`config.mk`:
```
export PLATFORM = sky130hd
export DESIGN_NAME = bms_request_framer_crc16_top
export DESIGN_NICKNAME = d
export VERILOG_FILES = /design/src/sv/brfc_pkg.sv /design/src/sv/brfc_front.sv /design/src/sv/brfc_queue.sv /design/src/sv/brfc_back.sv /design/src/sv/bms_request_framer_crc16_top.sv
export SDC_FILE = /design/constraint.sdc
export NUM_CORES = 1
export LEC_CHECK = 0
export ABC_AREA = 1
export BUFFER_PORTS_ARGS = -buffer_cell sky130_fd_sc_hd__buf_2
export CORE_MARGIN = 2
export CORE_UTILIZATION = 55
export DETAILED_ROUTE_END_ITERATION = 16
export GPL_ROUTABILITY_DRIVEN = 1
export PLACE_DENSITY_LB_ADDON = 0.2
export REMOVE_ABC_BUFFERS = 1
export SLEW_MARGIN = 15
export SYNTH_ARGS = -nofsm -noshare
export SYNTH_HDL_FRONTEND = slang
export SYNTH_SLANG_ARGS = --single-unit
```
`constraint.sdc`:
```
create_clock -name aclk -period 5.46 [get_ports aclk]
set_input_delay 0.273 -clock aclk [delete_from_list [all_inputs] [get_ports aclk]]
set_output_delay 0.273 -clock aclk [all_outputs]
set_load 0.1 [all_outputs]
```
`src/sv/brfc_pkg.sv`:
```
// Shared types, codes and helper functions of the request framer with CRC-16.
package brfc_pkg;

    localparam int IDX_W    = 4;
    localparam int QDEPTH   = 2;
    localparam int QPTR_W   = 1;
    localparam int QCNT_W   = 2;
    localparam int CNT_W    = 7;

    localparam logic [2:0] CMD_WRITE_SINGLE = 3'd0;
    localparam logic [2:0] CMD_READ_REG     = 3'd1;
    localparam logic [2:0] CMD_MB_READ      = 3'd2;
    localparam logic [2:0] CMD_WM_FIRST     = 3'd3;
    localparam logic [2:0] CMD_WM_NEXT      = 3'd4;
    localparam logic [2:0] CMD_READ_EVENTS  = 3'd5;

    localparam logic [2:0] OP_WS  = 3'd0;
    localparam logic [2:0] OP_RR  = 3'd1;
    localparam logic [2:0] OP_MR  = 3'd2;
    localparam logic [2:0] OP_WM  = 3'd3;
    localparam logic [2:0] OP_WV  = 3'd4;
    localparam logic [2:0] OP_RE  = 3'd5;
    localparam logic [2:0] OP_ERR = 3'd6;

    localparam logic [1:0] ST_OK        = 2'd0;
    localparam logic [1:0] ST_COUNT     = 2'd1;
    localparam logic [1:0] ST_STRAY     = 2'd2;
    localparam logic [1:0] ST_SEQUENCE  = 2'd3;

    localparam logic       CFG_MAX_READ  = 1'b0;
    localparam logic       CFG_MAX_WRITE = 1'b1;

    localparam logic [7:0]  PREAMBLE   = 8'hAA;
    localparam logic [7:0]  OPC_WS     = 8'h0D;
    localparam logic [7:0]  OPC_RR     = 8'h07;
    localparam logic [7:0]  OPC_MR     = 8'h03;
    localparam logic [7:0]  OPC_WM     = 8'h10;
    localparam logic [7:0]  OPC_RE     = 8'h11;
    localparam logic [7:0]  WS_LEN     = 8'h04;
    localparam logic [7:0]  RR_COUNT   = 8'h01;
    localparam logic [15:0] CRC_INIT   = 16'hFFFF;
    localparam logic [15:0] CRC_POLY   = 16'hA001;
    localparam logic [CNT_W-1:0] MAX_READ_RESET  = 7'd127;
    localparam logic [CNT_W-1:0] MAX_WRITE_RESET = 7'd100;

    typedef struct packed {
        logic [2:0]  command;
        logic [15:0] reg_address;
        logic [15:0] reg_value;
        logic [7:0]  reg_count;
    } in_item_t;

    typedef struct packed {
        logic [7:0] out_byte;
        logic       byte_valid;
        logic       frame_last;
        logic [1:0] status;
    } out_item_t;

    typedef struct packed {
        logic [2:0]       op;
        logic [15:0]      addr;
        logic [15:0]      val;
        logic [7:0]       cnt;
        logic             with_crc;
        logic [IDX_W-1:0] len;
        logic [1:0]       status;
    } job_t;

    function automatic logic [15:0] crc_byte(logic [15:0] crc_in, logic [7:0] b);
        logic [15:0] c;
        c = crc_in ^ {8'h00, b};
        for (int i = 0; i < 8; i++) begin
            if (c[0]) begin
                c = (c >> 1) ^ CRC_POLY;
            end else begin
                c = c >> 1;
            end
        end
        return c;
    endfunction

    // Data byte of a frame at a given position; CRC bytes are handled elsewhere.
    function automatic logic [7:0] frame_byte(job_t j, logic [IDX_W-1:0] idx);
        logic [7:0] b;
        b = 8'h00;
        case (j.op)
            OP_WS: begin
                case (idx)
                    4'd0: b = PREAMBLE;
                    4'd1: b = OPC_WS;
                    4'd2: b = WS_LEN;
                    4'd3: b = j.addr[7:0];
                    4'd4: b = j.addr[15:8];
                    4'd5: b = j.val[7:0];
                    4'd6: b = j.val[15:8];
                    default: b = 8'h00;
                endcase
            end
            OP_RR: begin
                case (idx)
                    4'd0: b = PREAMBLE;
                    4'd1: b = OPC_RR;
                    4'd2: b = RR_COUNT;
                    4'd3: b = j.addr[7:0];
                    4'd4: b = j.addr[15:8];
                    default: b = 8'h00;
                endcase
            end
            OP_MR, OP_WM: begin
                case (idx)
                    4'd0: b = PREAMBLE;
                    4'd1: b = (j.op == OP_MR) ? OPC_MR : OPC_WM;
                    4'd2: b = j.addr[15:8];
                    4'd3: b = j.addr[7:0];
                    4'd4: b = 8'h00;
                    4'd5: b = j.cnt;
                    4'd6: b = {j.cnt[6:0], 1'b0};
                    4'd7: b = j.val[15:8];
                    4'd8: b = j.val[7:0];
                    default: b = 8'h00;
                endcase
            end
            OP_WV: begin
                case (idx)
                    4'd0: b = j.val[15:8];
                    4'd1: b = j.val[7:0];
                    default: b = 8'h00;
                endcase
            end
            OP_RE: begin
                case (idx)
                    4'd0: b = PREAMBLE;
                    4'd1: b = OPC_RE;
                    default: b = 8'h00;
                endcase
            end
            default: b = 8'h00;
        endcase
        return b;
    endfunction

endpackage

```
`src/sv/brfc_front.sv`:
```
// Front end: accepts commands, checks sequence and counts, and builds frame jobs.
module brfc_front (
    input  logic              aclk,
    input  logic              aresetn,
    input  logic              cfg_we,
    input  logic              cfg_index,
    input  logic [6:0]        cfg_wdata,
    input  logic              s_valid,
    output logic              s_ready,
    input  brfc_pkg::in_item_t s_data,
    output logic              push,
    output brfc_pkg::job_t    push_job,
    input  logic              q_full
);
    import brfc_pkg::*;

    logic [CNT_W-1:0] max_read_reg, max_read_next;
    logic [CNT_W-1:0] max_write_reg, max_write_next;
    logic [CNT_W-1:0] values_left_reg, values_left_next;
    logic             write_open_reg, write_open_next;
    logic             accept;
    logic             cnt_bad_rd, cnt_bad_wr;
    logic [CNT_W-1:0] vl_dec;
    job_t             job;

    assign s_ready = !q_full;
    assign accept  = s_valid && s_ready;
    assign vl_dec  = values_left_reg - 7'd1;

    assign cnt_bad_rd = (s_data.reg_count == 8'd0) ||
                        (s_data.reg_count > {1'b0, max_read_reg});
    assign cnt_bad_wr = (s_data.reg_count == 8'd0) ||
                        (s_data.reg_count > {1'b0, max_write_reg});

    always_comb begin
        job          = '0;
        job.addr     = s_data.reg_address;
        job.val      = s_data.reg_value;
        job.cnt      = s_data.reg_count;
        job.with_crc = 1'b1;
        job.status   = ST_OK;
        values_left_next = values_left_reg;
        write_open_next  = write_open_reg;
        push = accept && (s_data.command inside {[CMD_WRITE_SINGLE:CMD_READ_EVENTS]});

        if (s_data.command == CMD_WM_NEXT && !write_open_reg) begin
            job.op = OP_ERR; job.len = 4'd1; job.status = ST_STRAY; job.with_crc = 1'b0;
        end else if (s_data.command != CMD_WM_NEXT && write_open_reg) begin
            job.op = OP_ERR; job.len = 4'd1; job.status = ST_SEQUENCE; job.with_crc = 1'b0;
        end else begin
            case (s_data.command)
                CMD_WRITE_SINGLE: begin
                    job.op = OP_WS; job.len = 4'd9;
                end
                CMD_READ_REG: begin
                    job.op = OP_RR; job.len = 4'd7;
                end
                CMD_MB_READ: begin
                    if (cnt_bad_rd) begin
                        job.op = OP_ERR; job.len = 4'd1; job.status = ST_COUNT;
                        job.with_crc = 1'b0;
                    end else begin
                        job.op = OP_MR; job.len = 4'd8;
                    end
                end
                CMD_WM_FIRST: begin
                    if (cnt_bad_wr) begin
                        job.op = OP_ERR; job.len = 4'd1; job.status = ST_COUNT;
                        job.with_crc = 1'b0;
                    end else if (s_data.reg_count == 8'd1) begin
                        job.op = OP_WM; job.len = 4'd11;
                    end else begin
                        job.op = OP_WM; job.len = 4'd9; job.with_crc = 1'b0;
                        values_left_next = s_data.reg_count[CNT_W-1:0] - 7'd1;
                        write_open_next  = 1'b1;
                    end
                end
                CMD_WM_NEXT: begin
                    values_left_next = vl_dec;
                    if (vl_dec == '0) begin
                        job.op = OP_WV; job.len = 4'd4;
                        write_open_next = 1'b0;
                    end else begin
                        job.op = OP_WV; job.len = 4'd2; job.with_crc = 1'b0;
                    end
                end
                CMD_READ_EVENTS: begin
                    job.op = OP_RE; job.len = 4'd4;
                end
                default: begin
                    job.op = OP_ERR; job.len = 4'd1; job.with_crc = 1'b0;
                end
            endcase
        end
        if (!push) begin
            values_left_next = values_left_reg;
            write_open_next  = write_open_reg;
        end
    end

    assign push_job = job;

    always_comb begin
        max_read_next  = max_read_reg;
        max_write_next = max_write_reg;
        if (cfg_we) begin
            case (cfg_index)
                CFG_MAX_READ:  max_read_next  = cfg_wdata;
                CFG_MAX_WRITE: max_write_next = cfg_wdata;
                default: ;
            endcase
        end
    end

    always_ff @(posedge aclk) begin
        if (!aresetn) begin
            max_read_reg    <= MAX_READ_RESET;
            max_write_reg   <= MAX_WRITE_RESET;
            values_left_reg <= '0;
            write_open_reg  <= 1'b0;
        end else begin
            max_read_reg    <= max_read_next;
            max_write_reg   <= max_write_next;
            values_left_reg <= values_left_next;
            write_open_reg  <= write_open_next;
        end
    end

    // An open write always has values still due, and a closed one has none.
    a_open_matches_left: assert property (@(posedge aclk) disable iff (!aresetn)
        write_open_reg == (values_left_reg != '0))
        else $error("write_open and values_left disagree");

endmodule

```
`src/sv/brfc_queue.sv`:
```
// Two-entry job queue between the front end and the byte sequencer.
module brfc_queue (
    input  logic           aclk,
    input  logic           aresetn,
    input  logic           push,
    input  brfc_pkg::job_t push_job,
    output logic           full,
    input  logic           pop,
    output logic           head_valid,
    output brfc_pkg::job_t head
);
    import brfc_pkg::*;

    job_t              mem [QDEPTH];
    logic [QPTR_W-1:0] wr_ptr_reg, wr_ptr_next;
    logic [QPTR_W-1:0] rd_ptr_reg, rd_ptr_next;
    logic [QCNT_W-1:0] count_reg, count_next;

    assign full       = (count_reg == QCNT_W'(QDEPTH));
    assign head_valid = (count_reg != '0);
    assign head       = mem[rd_ptr_reg];

    always_comb begin
        wr_ptr_next = push ? wr_ptr_reg + 1'b1 : wr_ptr_reg;
        rd_ptr_next = pop  ? rd_ptr_reg + 1'b1 : rd_ptr_reg;
        count_next  = count_reg + QCNT_W'(push) - QCNT_W'(pop);
    end

    always_ff @(posedge aclk) begin
        if (push) begin
            mem[wr_ptr_reg] <= push_job;
        end
    end

    always_ff @(posedge aclk) begin
        if (!aresetn) begin
            wr_ptr_reg <= '0;
            rd_ptr_reg <= '0;
            count_reg  <= '0;
        end else begin
            wr_ptr_reg <= wr_ptr_next;
            rd_ptr_reg <= rd_ptr_next;
            count_reg  <= count_next;
        end
    end

endmodule

```
`src/sv/brfc_back.sv`:
```
// Back end: walks each job byte by byte, keeps the running CRC and holds the output item.
module brfc_back (
    input  logic               aclk,
    input  logic               aresetn,
    input  logic               head_valid,
    input  brfc_pkg::job_t     head,
    output logic               pop,
    output logic               m_valid,
    input  logic               m_ready,
    output brfc_pkg::out_item_t m_data
);
    import brfc_pkg::*;

    logic [IDX_W-1:0] idx_reg, idx_next;
    logic [15:0]      crc_reg, crc_next;
    logic [7:0]       crc_hold_reg, crc_hold_next;
    logic             m_valid_reg, m_valid_next;
    out_item_t        out_reg, out_next;
    logic             load, last, is_crc_lo, is_crc_hi;
    logic [15:0]      crc_cur;
    logic [7:0]       cur_byte;

    assign load      = head_valid && (!m_valid_reg || m_ready);
    assign last      = (idx_reg == head.len - 4'd1);
    assign is_crc_lo = head.with_crc && (idx_reg == head.len - 4'd2);
    assign is_crc_hi = head.with_crc && last;
    assign crc_cur   = (idx_reg == '0 && head.op != OP_WV) ? CRC_INIT : crc_reg;
    assign pop       = load && last;

    always_comb begin
        if (is_crc_lo) begin
            cur_byte = crc_cur[7:0];
        end else if (is_crc_hi) begin
            cur_byte = crc_hold_reg;
        end else begin
            cur_byte = frame_byte(head, idx_reg);
        end
    end

    always_comb begin
        idx_next      = idx_reg;
        crc_next      = crc_reg;
        crc_hold_next = crc_hold_reg;
        out_next      = out_reg;
        m_valid_next  = m_valid_reg && !m_ready;
        if (load) begin
            m_valid_next        = 1'b1;
            idx_next            = last ? '0 : idx_reg + 4'd1;
            out_next.frame_last = last;
            out_next.status     = head.status;
            if (head.op == OP_ERR) begin
                out_next.out_byte   = 8'h00;
                out_next.byte_valid = 1'b0;
            end else begin
                out_next.out_byte   = cur_byte;
                out_next.byte_valid = 1'b1;
                crc_next            = crc_byte(crc_cur, cur_byte);
                if (is_crc_lo) begin
                    crc_hold_next = crc_cur[15:8];
                end
            end
        end
    end

    always_ff @(posedge aclk) begin
        out_reg      <= out_next;
        crc_hold_reg <= crc_hold_next;
    end

    always_ff @(posedge aclk) begin
        if (!aresetn) begin
            idx_reg     <= '0;
            crc_reg     <= CRC_INIT;
            m_valid_reg <= 1'b0;
        end else begin
            idx_reg     <= idx_next;
            crc_reg     <= crc_next;
            m_valid_reg <= m_valid_next;
        end
    end

    assign m_valid = m_valid_reg;
    assign m_data  = out_reg;

    // An error item is a single zero byte that closes its item.
    a_err_shape: assert property (@(posedge aclk) disable iff (!aresetn)
        m_valid_reg && !out_reg.byte_valid |-> out_reg.frame_last && out_reg.out_byte == 8'h00)
        else $error("malformed error item");

    // The byte position never runs past the length of the job at the head.
    a_idx_in_range: assert property (@(posedge aclk) disable iff (!aresetn)
        head_valid |-> idx_reg < head.len)
        else $error("byte index beyond job length");

    // A job is started afresh only after the previous one was popped.
    a_pop_resets_idx: assert property (@(posedge aclk) disable iff (!aresetn)
        pop |=> idx_reg == '0)
        else $error("byte index not cleared after job end");

    // Frame bytes report an ok status.
    a_ok_status: assert property (@(posedge aclk) disable iff (!aresetn)
        m_valid_reg && out_reg.byte_valid |-> out_reg.status == ST_OK)
        else $error("frame byte with error status");

endmodule

```
`src/sv/bms_request_framer_crc16_top.sv`:
```
// Top level of the serial request framer with CRC-16.
// The first item of a command is registered in the job queue and then in the output register.
// Throughput: one output item per cycle while m_ready stays high and a job is queued; a
// command yields up to 11 items, none for the unused codes. A two-job queue lets the input
// side run ahead of the output by up to two commands.
// Reset: synchronous active-low aresetn clears the queue, the sequence state and the CRC.
module bms_request_framer_crc16_top (
    input  logic                aclk,
    input  logic                aresetn,
    input  logic                cfg_we,
    input  logic                cfg_index,
    input  logic [6:0]          cfg_wdata,
    input  logic                s_valid,
    output logic                s_ready,
    input  brfc_pkg::in_item_t  s_data,
    output logic                m_valid,
    input  logic                m_ready,
    output brfc_pkg::out_item_t m_data
);
    import brfc_pkg::*;

    logic push, q_full, pop, head_valid;
    job_t push_job, head;

    brfc_front u_front (
        .aclk     (aclk),
        .aresetn  (aresetn),
        .cfg_we   (cfg_we),
        .cfg_index(cfg_index),
        .cfg_wdata(cfg_wdata),
        .s_valid  (s_valid),
        .s_ready  (s_ready),
        .s_data   (s_data),
        .push     (push),
        .push_job (push_job),
        .q_full   (q_full)
    );

    brfc_queue u_queue (
        .aclk      (aclk),
        .aresetn   (aresetn),
        .push      (push),
        .push_job  (push_job),
        .full      (q_full),
        .pop       (pop),
        .head_valid(head_valid),
        .head      (head)
    );

    brfc_back u_back (
        .aclk      (aclk),
        .aresetn   (aresetn),
        .head_valid(head_valid),
        .head      (head),
        .pop       (pop),
        .m_valid   (m_valid),
        .m_ready   (m_ready),
        .m_data    (m_data)
    );

endmodule

```
# Yosys cells after proc, flatten, opt, wreduce, memory -nomap -nowiden
# Memory sizes are Yosys's and may differ from the RTL's. A register that Yosys moved wholly into a read port is not among the register bits.
# Index checks and enable logic that the tools add are counted.
[word_totals]
reg_bits = 67
out_inout_bits = 14
inputBits = 56
ramBits = 100
wordCells = 168
mem_count = 1
[classes]
bitwise_logic = 13
n_lt_le_gt_ge = 4
n_mux = 65
reduce_logical = 33
eq_ne = 28
n_addsub = 9
[memory_table]
columns = ["memory", "depth", "width", "read_ports", "rd_ports_with_merged_regs", "wr", "line_no", "text"]
rows = [
  ["u_queue.mem", 2, 50, 1, 1, 1, "brfc_queue.sv:14", "job_t mem [QDEPTH];"],
]
[ops]
columns = ["op", "n"]
rows = [
  ["$mux 16", 23],
  ["$pmux 8 s5", 2],
  ["$pmux 8 s8", 1],
  ["$pmux 8 s7", 1],
  ["$pmux 8 s2", 2],
  ["$mux 7", 4],
  ["$not 2->3", 8],
  ["$pmux 4 s6", 1],
  ["$pmux 3 s6", 1],
  ["$eq 4x3->1 const B", 4],
  ["$gt 8x7->1", 2],
  ["$mux 8", 2],
  ["$xor 16x8->16", 1],
  ["$eq 3x3->1 const B", 5],
  ["$mux 3", 5],
  ["$mux 1", 14],
  ["$pmux 7 s2", 1],
  ["$sub 7x1->7 const B", 2],
  ["$eq 3x2->1 const B", 4],
  ["$logic_and 1x1->1", 11],
  ["$mux 5", 2],
  ["$eq 4x2->1 const B", 2],
  ["$eq 4x4->1", 2],
  ["$eq 8x1->1 const B", 1],
  ["33 further kinds", 51],
]

# Longest topological paths before layout
[depth]
depth_word = 37
mapped_depth = 27
depth_no_buf = 25

# Modules after synthesis
# Synthesis repeated with hierarchy kept, for this count alone.
[hier_totals]
cells_unflattened = 1139
area_unflattened_um2 = 9959.6
[modules_own_cells]
columns = ["module", "n_inst", "area_each_um2", "cells_per_inst", "seq_area_each_um2"]
rows = [
  ["brfc_queue", 1, 4090.2, 189, 3103.0],
  ["brfc_back", 1, 3741.1, 619, 1021.0],
  ["brfc_front", 1, 2128.3, 331, 440.4],
]

# Least setup slack after synthesis
# OpenSTA, ideal clock, no wires.
[synth_timing]
path_kind = "reg-to-reg"
startpoint = "register u_queue.count_reg[0]"
endpoint = "memory u_queue.mem[1][0] (netlist bit) (enable)"
stages_incl_launch_ff = 7
slack_ps = 1387
path_buffers = 0
setup_ps = 459
synth_period_minus_slack_ps = 4073
required_time_ps = 5001
t_arrival_ps = 3614
path_cell_list = "dfxtp_1 inv_1 nand2_1 nand2_1 a21oi_1 inv_1 nor2_1"
[synth_between]
elab_chain_len = 6
[synth_rtl]
columns = ["element", "line_no", "text"]
rows = [
  ["start, declared", "brfc_queue.sv:17", "logic [QCNT_W-1:0] count_reg, count_next;"],
  ["start signal, assigned", "brfc_queue.sv:43", "count_reg <= count_next;"],
  ["$eq 2x2->1", "brfc_queue.sv:19", "assign full = (count_reg == QCNT_W'(QDEPTH));"],
  ["$logic_not 1->1", "brfc_front.sv:26", "assign s_ready = !q_full;"],
  ["named net s_ready", "bms_request_framer_crc16_top.sv:14", "output logic s_ready,"],
  ["$logic_and 1x1->1", "brfc_front.sv:27", "assign accept = s_valid && s_ready;"],
  ["$logic_and 1x1->1", "brfc_front.sv:44", "push = accept && (s_data.command inside {[CMD_WRITE_SINGLE:CMD_READ_EVENTS]});"],
  ["named net push", "bms_request_framer_crc16_top.sv:22", "logic push, q_full, pop, head_valid;"],
  ["$mux 1", "brfc_queue.sv:30", "if (push) begin"],
  ["$mux 1 (implied by the code)", "brfc_queue.sv:31", "mem[wr_ptr_reg] <= push_job;"],
  ["end, declared", "brfc_queue.sv:14", ""],
]
# The timed path passes the listed nets, and every way through them passes these cells.

==> impl_metrics.tcl <==
set metrics [dict create \
    worstMarginPinSlew_ns 0.836 \
    die_h_um 133 \
    period_share 0.663 \
    cp_slowest_cell "buf_4" \
    cts_root_buf "clkbuf_16" \
    rows 47 \
    p_leak_uw 0.00457 \
    antenna_found_initial 0 \
    r2r_cells 19 \
    clkPwrFrac 0.276 \
    maxCapViolCount 0 \
    synthArstFlopShare 0 \
    worstHoldStart "s_data[15]" \
    n_fill_cell 1486 \
    vias_per_cell 5.28 \
    rrSetupSlack_ns 1.84 \
    setup_tns_ns 0 \
    nets 1271 \
    cp_max_fo 61 \
    hold_violations 0 \
    highest_layer "met4" \
    worst_r2r_endpoint "u_back.crc_reg[0]$_SDFFE_PN1P_" \
    clockBufferDepth 2 \
    drc 0 \
    fmax_mhz 276 \
    synth_common_cells "387 x nand2_1, 120 x edfxtp_1, 112 x inv_1" \
    hold_depth 1 \
    cts_resized 0 \
    power_density_mw_per_mm2 409 \
    largest_reg_flops 100 \
    io_buffers 69 \
    fin_skew_ns 0.00756 \
    clkTransAtPathRegs_ns 0.07 \
    cts_buffers 17 \
    dr_wl_met3_um 1140 \
    avgRoutedWirePerCell_um 14.4 \
    clock-sinks 168 \
    ant_nets 0 \
    first_pass_iters 8 \
    rsz0062_at_grt "false" \
    worstPathArrival_ns 3.94 \
    postCtsSetupBuffers 0 \
    num_antenna_cells 0 \
    p_int_uw 2590 \
    synth_area_leader_cell "edfxtp_1" \
    slew_headroom 0.443 \
    final_layout_size_suffix_gt1_frac 0.143 \
    num_vias 7489 \
    cts_hold_buf 0 \
    grt_max_degree 62 \
    ios 70 \
    syn_inst 1123 \
    clock_latency_ns 0.44 \
    synth_edf_count 120 \
    synthFlopType "edfxtp_1" \
    dieArea_mm2 0.0178 \
    ctsHtreeMaxLevel 4 \
    netlist_top_cells_area "edfxtp_1 39%, nand2_1 16%, dfxtp_1 10%" \
    die_w_um 133 \
    layout_min_cycle_time_ns 3.62 \
    overflow 0 \
    min_to "u_queue.mem[0][22]$_DFFE_PP_" \
    yosysTopAreaCellShare 0.391 \
    synth_most_common_cell "nand2_1" \
    whs_ns 0.0181 \
    switchingPower_uw 1600 \
    detailed_place_hpwl_um 14300 \
    startpoint_type "register" \
    grt_pass1_wl_um 33700 \
    ys_seq_area_frac 0.495 \
    slew_violations 0 \
    routed_wl_um 20400 \
    crit_required_ns 5.79 \
    syn_area_mm2 0.00922 \
    cts_tree "yes" \
    drt-met1-wl_um 9090 \
    first_iter_violations 667 \
    initial_core_util 0.560 \
    area_growth_pct 11.2 \
    core_area_mm2 0.0165 \
    grt_pass1_vias 7234 \
    end_kind "register" \
    p_comb_frac 0.346 \
    dr_wl_met2_um 9600 \
    crit_type "reg -> reg" \
    synth.avg_cell_area_um2 8.21 \
    yosysUniqueCellTypes 46 \
    hold_path.class "in -> reg" \
    outcome "complete, no violations" \
    yosysWarnings 0 \
    grt_usage 0.242 \
    synth-seq-cells 168 \
    max_stage_delay_ns 0.51 \
    setup_viol 0 \
    swShare 0.382 \
    seq_power_share 0.378 \
    place.gp.congestion 0.940 \
    path_cells "buf_4 > o21ai_1 > ha_1 > xor2_1 > nand3_2 > nor2_4 > nand4_2 > nand2_1 > nand4_1 > nand2_2 > inv_1 > nand2_2 > nand3_2 > nand2_2 > nand2_1 > nand3_1 > nand3_1 > nand3_1 > nand2_1" \
    peakVddDrop_mv 0.270 \
]
==> how the worst max path moves through the flow <==
| stage | endpoint | cells after the start |
|---|---|---|
| floorplan | u_back.crc_reg[0]$_SDFFE_PN1P_ | 22 |
| global placement | u_back.crc_reg[0]$_SDFFE_PN1P_ | 21 |
| detailed placement | u_back.crc_reg[0]$_SDFFE_PN1P_ | 21 |
| CTS | u_back.crc_reg[0]$_SDFFE_PN1P_ | 19 |
| global route | u_back.crc_reg[0]$_SDFFE_PN1P_ | 22 |
| finish | u_back.crc_reg[0]$_SDFFE_PN1P_ | 19 |
==> power groups by stage <==
stage          combinational (µW)  clock, µW  sequential (µW)
2_1_floorplan                 897          0             1810
3_3_place_gp                 1410          0             1610
3_5_place_dp                 1430          0             1610
4_1_cts                      1440       1180             1580
5_1_grt                      1610       1220             1600
6_report                     1450       1150             1580
==> cells in the final DEF, fill, tap and decap left out, types with 4 or more instances in the layout <==
master / n
nand2_1: 387
edfxtp_1: 120
inv_1: 112
nor2_1: 81
buf_2: 69
nand3_1: 64
a21oi_1: 51
dfxtp_1: 47
o21ai_0: 41
ha_1: 29
nand2_2: 23
nand4_1: 17
clkbuf_16: 17
o211ai_1: 14
xor2_1: 12
o21ai_1: 8
or2_2: 8
nor3_1: 8
inv_2: 7
nand3_2: 7
nor2_4: 6
nor2_2: 6
buf_4: 6
a211oi_1: 4
o21a_1: 4
a221oi_1: 4
clkinv_2: 4
inv_6: 4
==> stage by stage <==
step	instances	util	instance area (µm²)	setup slack, ns	total power, µW
after floorplan	1092	-	9000	1.32	2700
after CTS	1419	0.623	10300	1.86	4200
after global placement	1387	0.588	9680	2.05	3010
final	1419	0.623	10300	1.84	4190
after detailed placement	1387	0.588	9680	1.93	3040
after global routing	1419	0.623	10300	1.52	4430
==> final cells by class <==
type | instances | area, µm² | area share
clock buffers | 19 | 453 | 0.0442
clock inverters | 13 | 115 | 0.0112
inverters | 122 | 458 | 0.0447
multi-input cells | 802 | 3990 | 0.390
flip-flops and latches | 168 | 4570 | 0.445
well taps | 220 | 275 | 0.0269
repair buffers | 75 | 390 | 0.0381
==> layer usage <==
metal,GRT usage,vias to the layer above
li1,-,3821
met1,0.305,3383
met2,0.406,240
met3,0.0537,45
met4,0.102,0
met5,0,-
==> critical path: cells and delay by family (launching register included) <==
kind                     cells  cell delay (ns)
XOR/XNOR                     1             0.18
AO/OA/AOI/OAI                1             0.28
AND/OR/NAND/NOR             14             1.76
flip-flops                   1             0.33
buffers and inverters        2             0.58
adder cells (fa/ha/maj)      1             0.36
==> cell families (layout without fill, tap and decap cells) <==
group | Yosys count | in the layout | synth area share
buf+inv | 153 | 229 | 0.0729
simple gates | 617 | 617 | 0.288
xor+xnor | 16 | 16 | 0.0160
mux | 1 | 1 | 0.00109
flops | 168 | 168 | 0.495
compound gates | 139 | 139 | 0.0872
fa+ha+maj | 29 | 29 | 0.0394
Power figures use the tool's default switching activity.
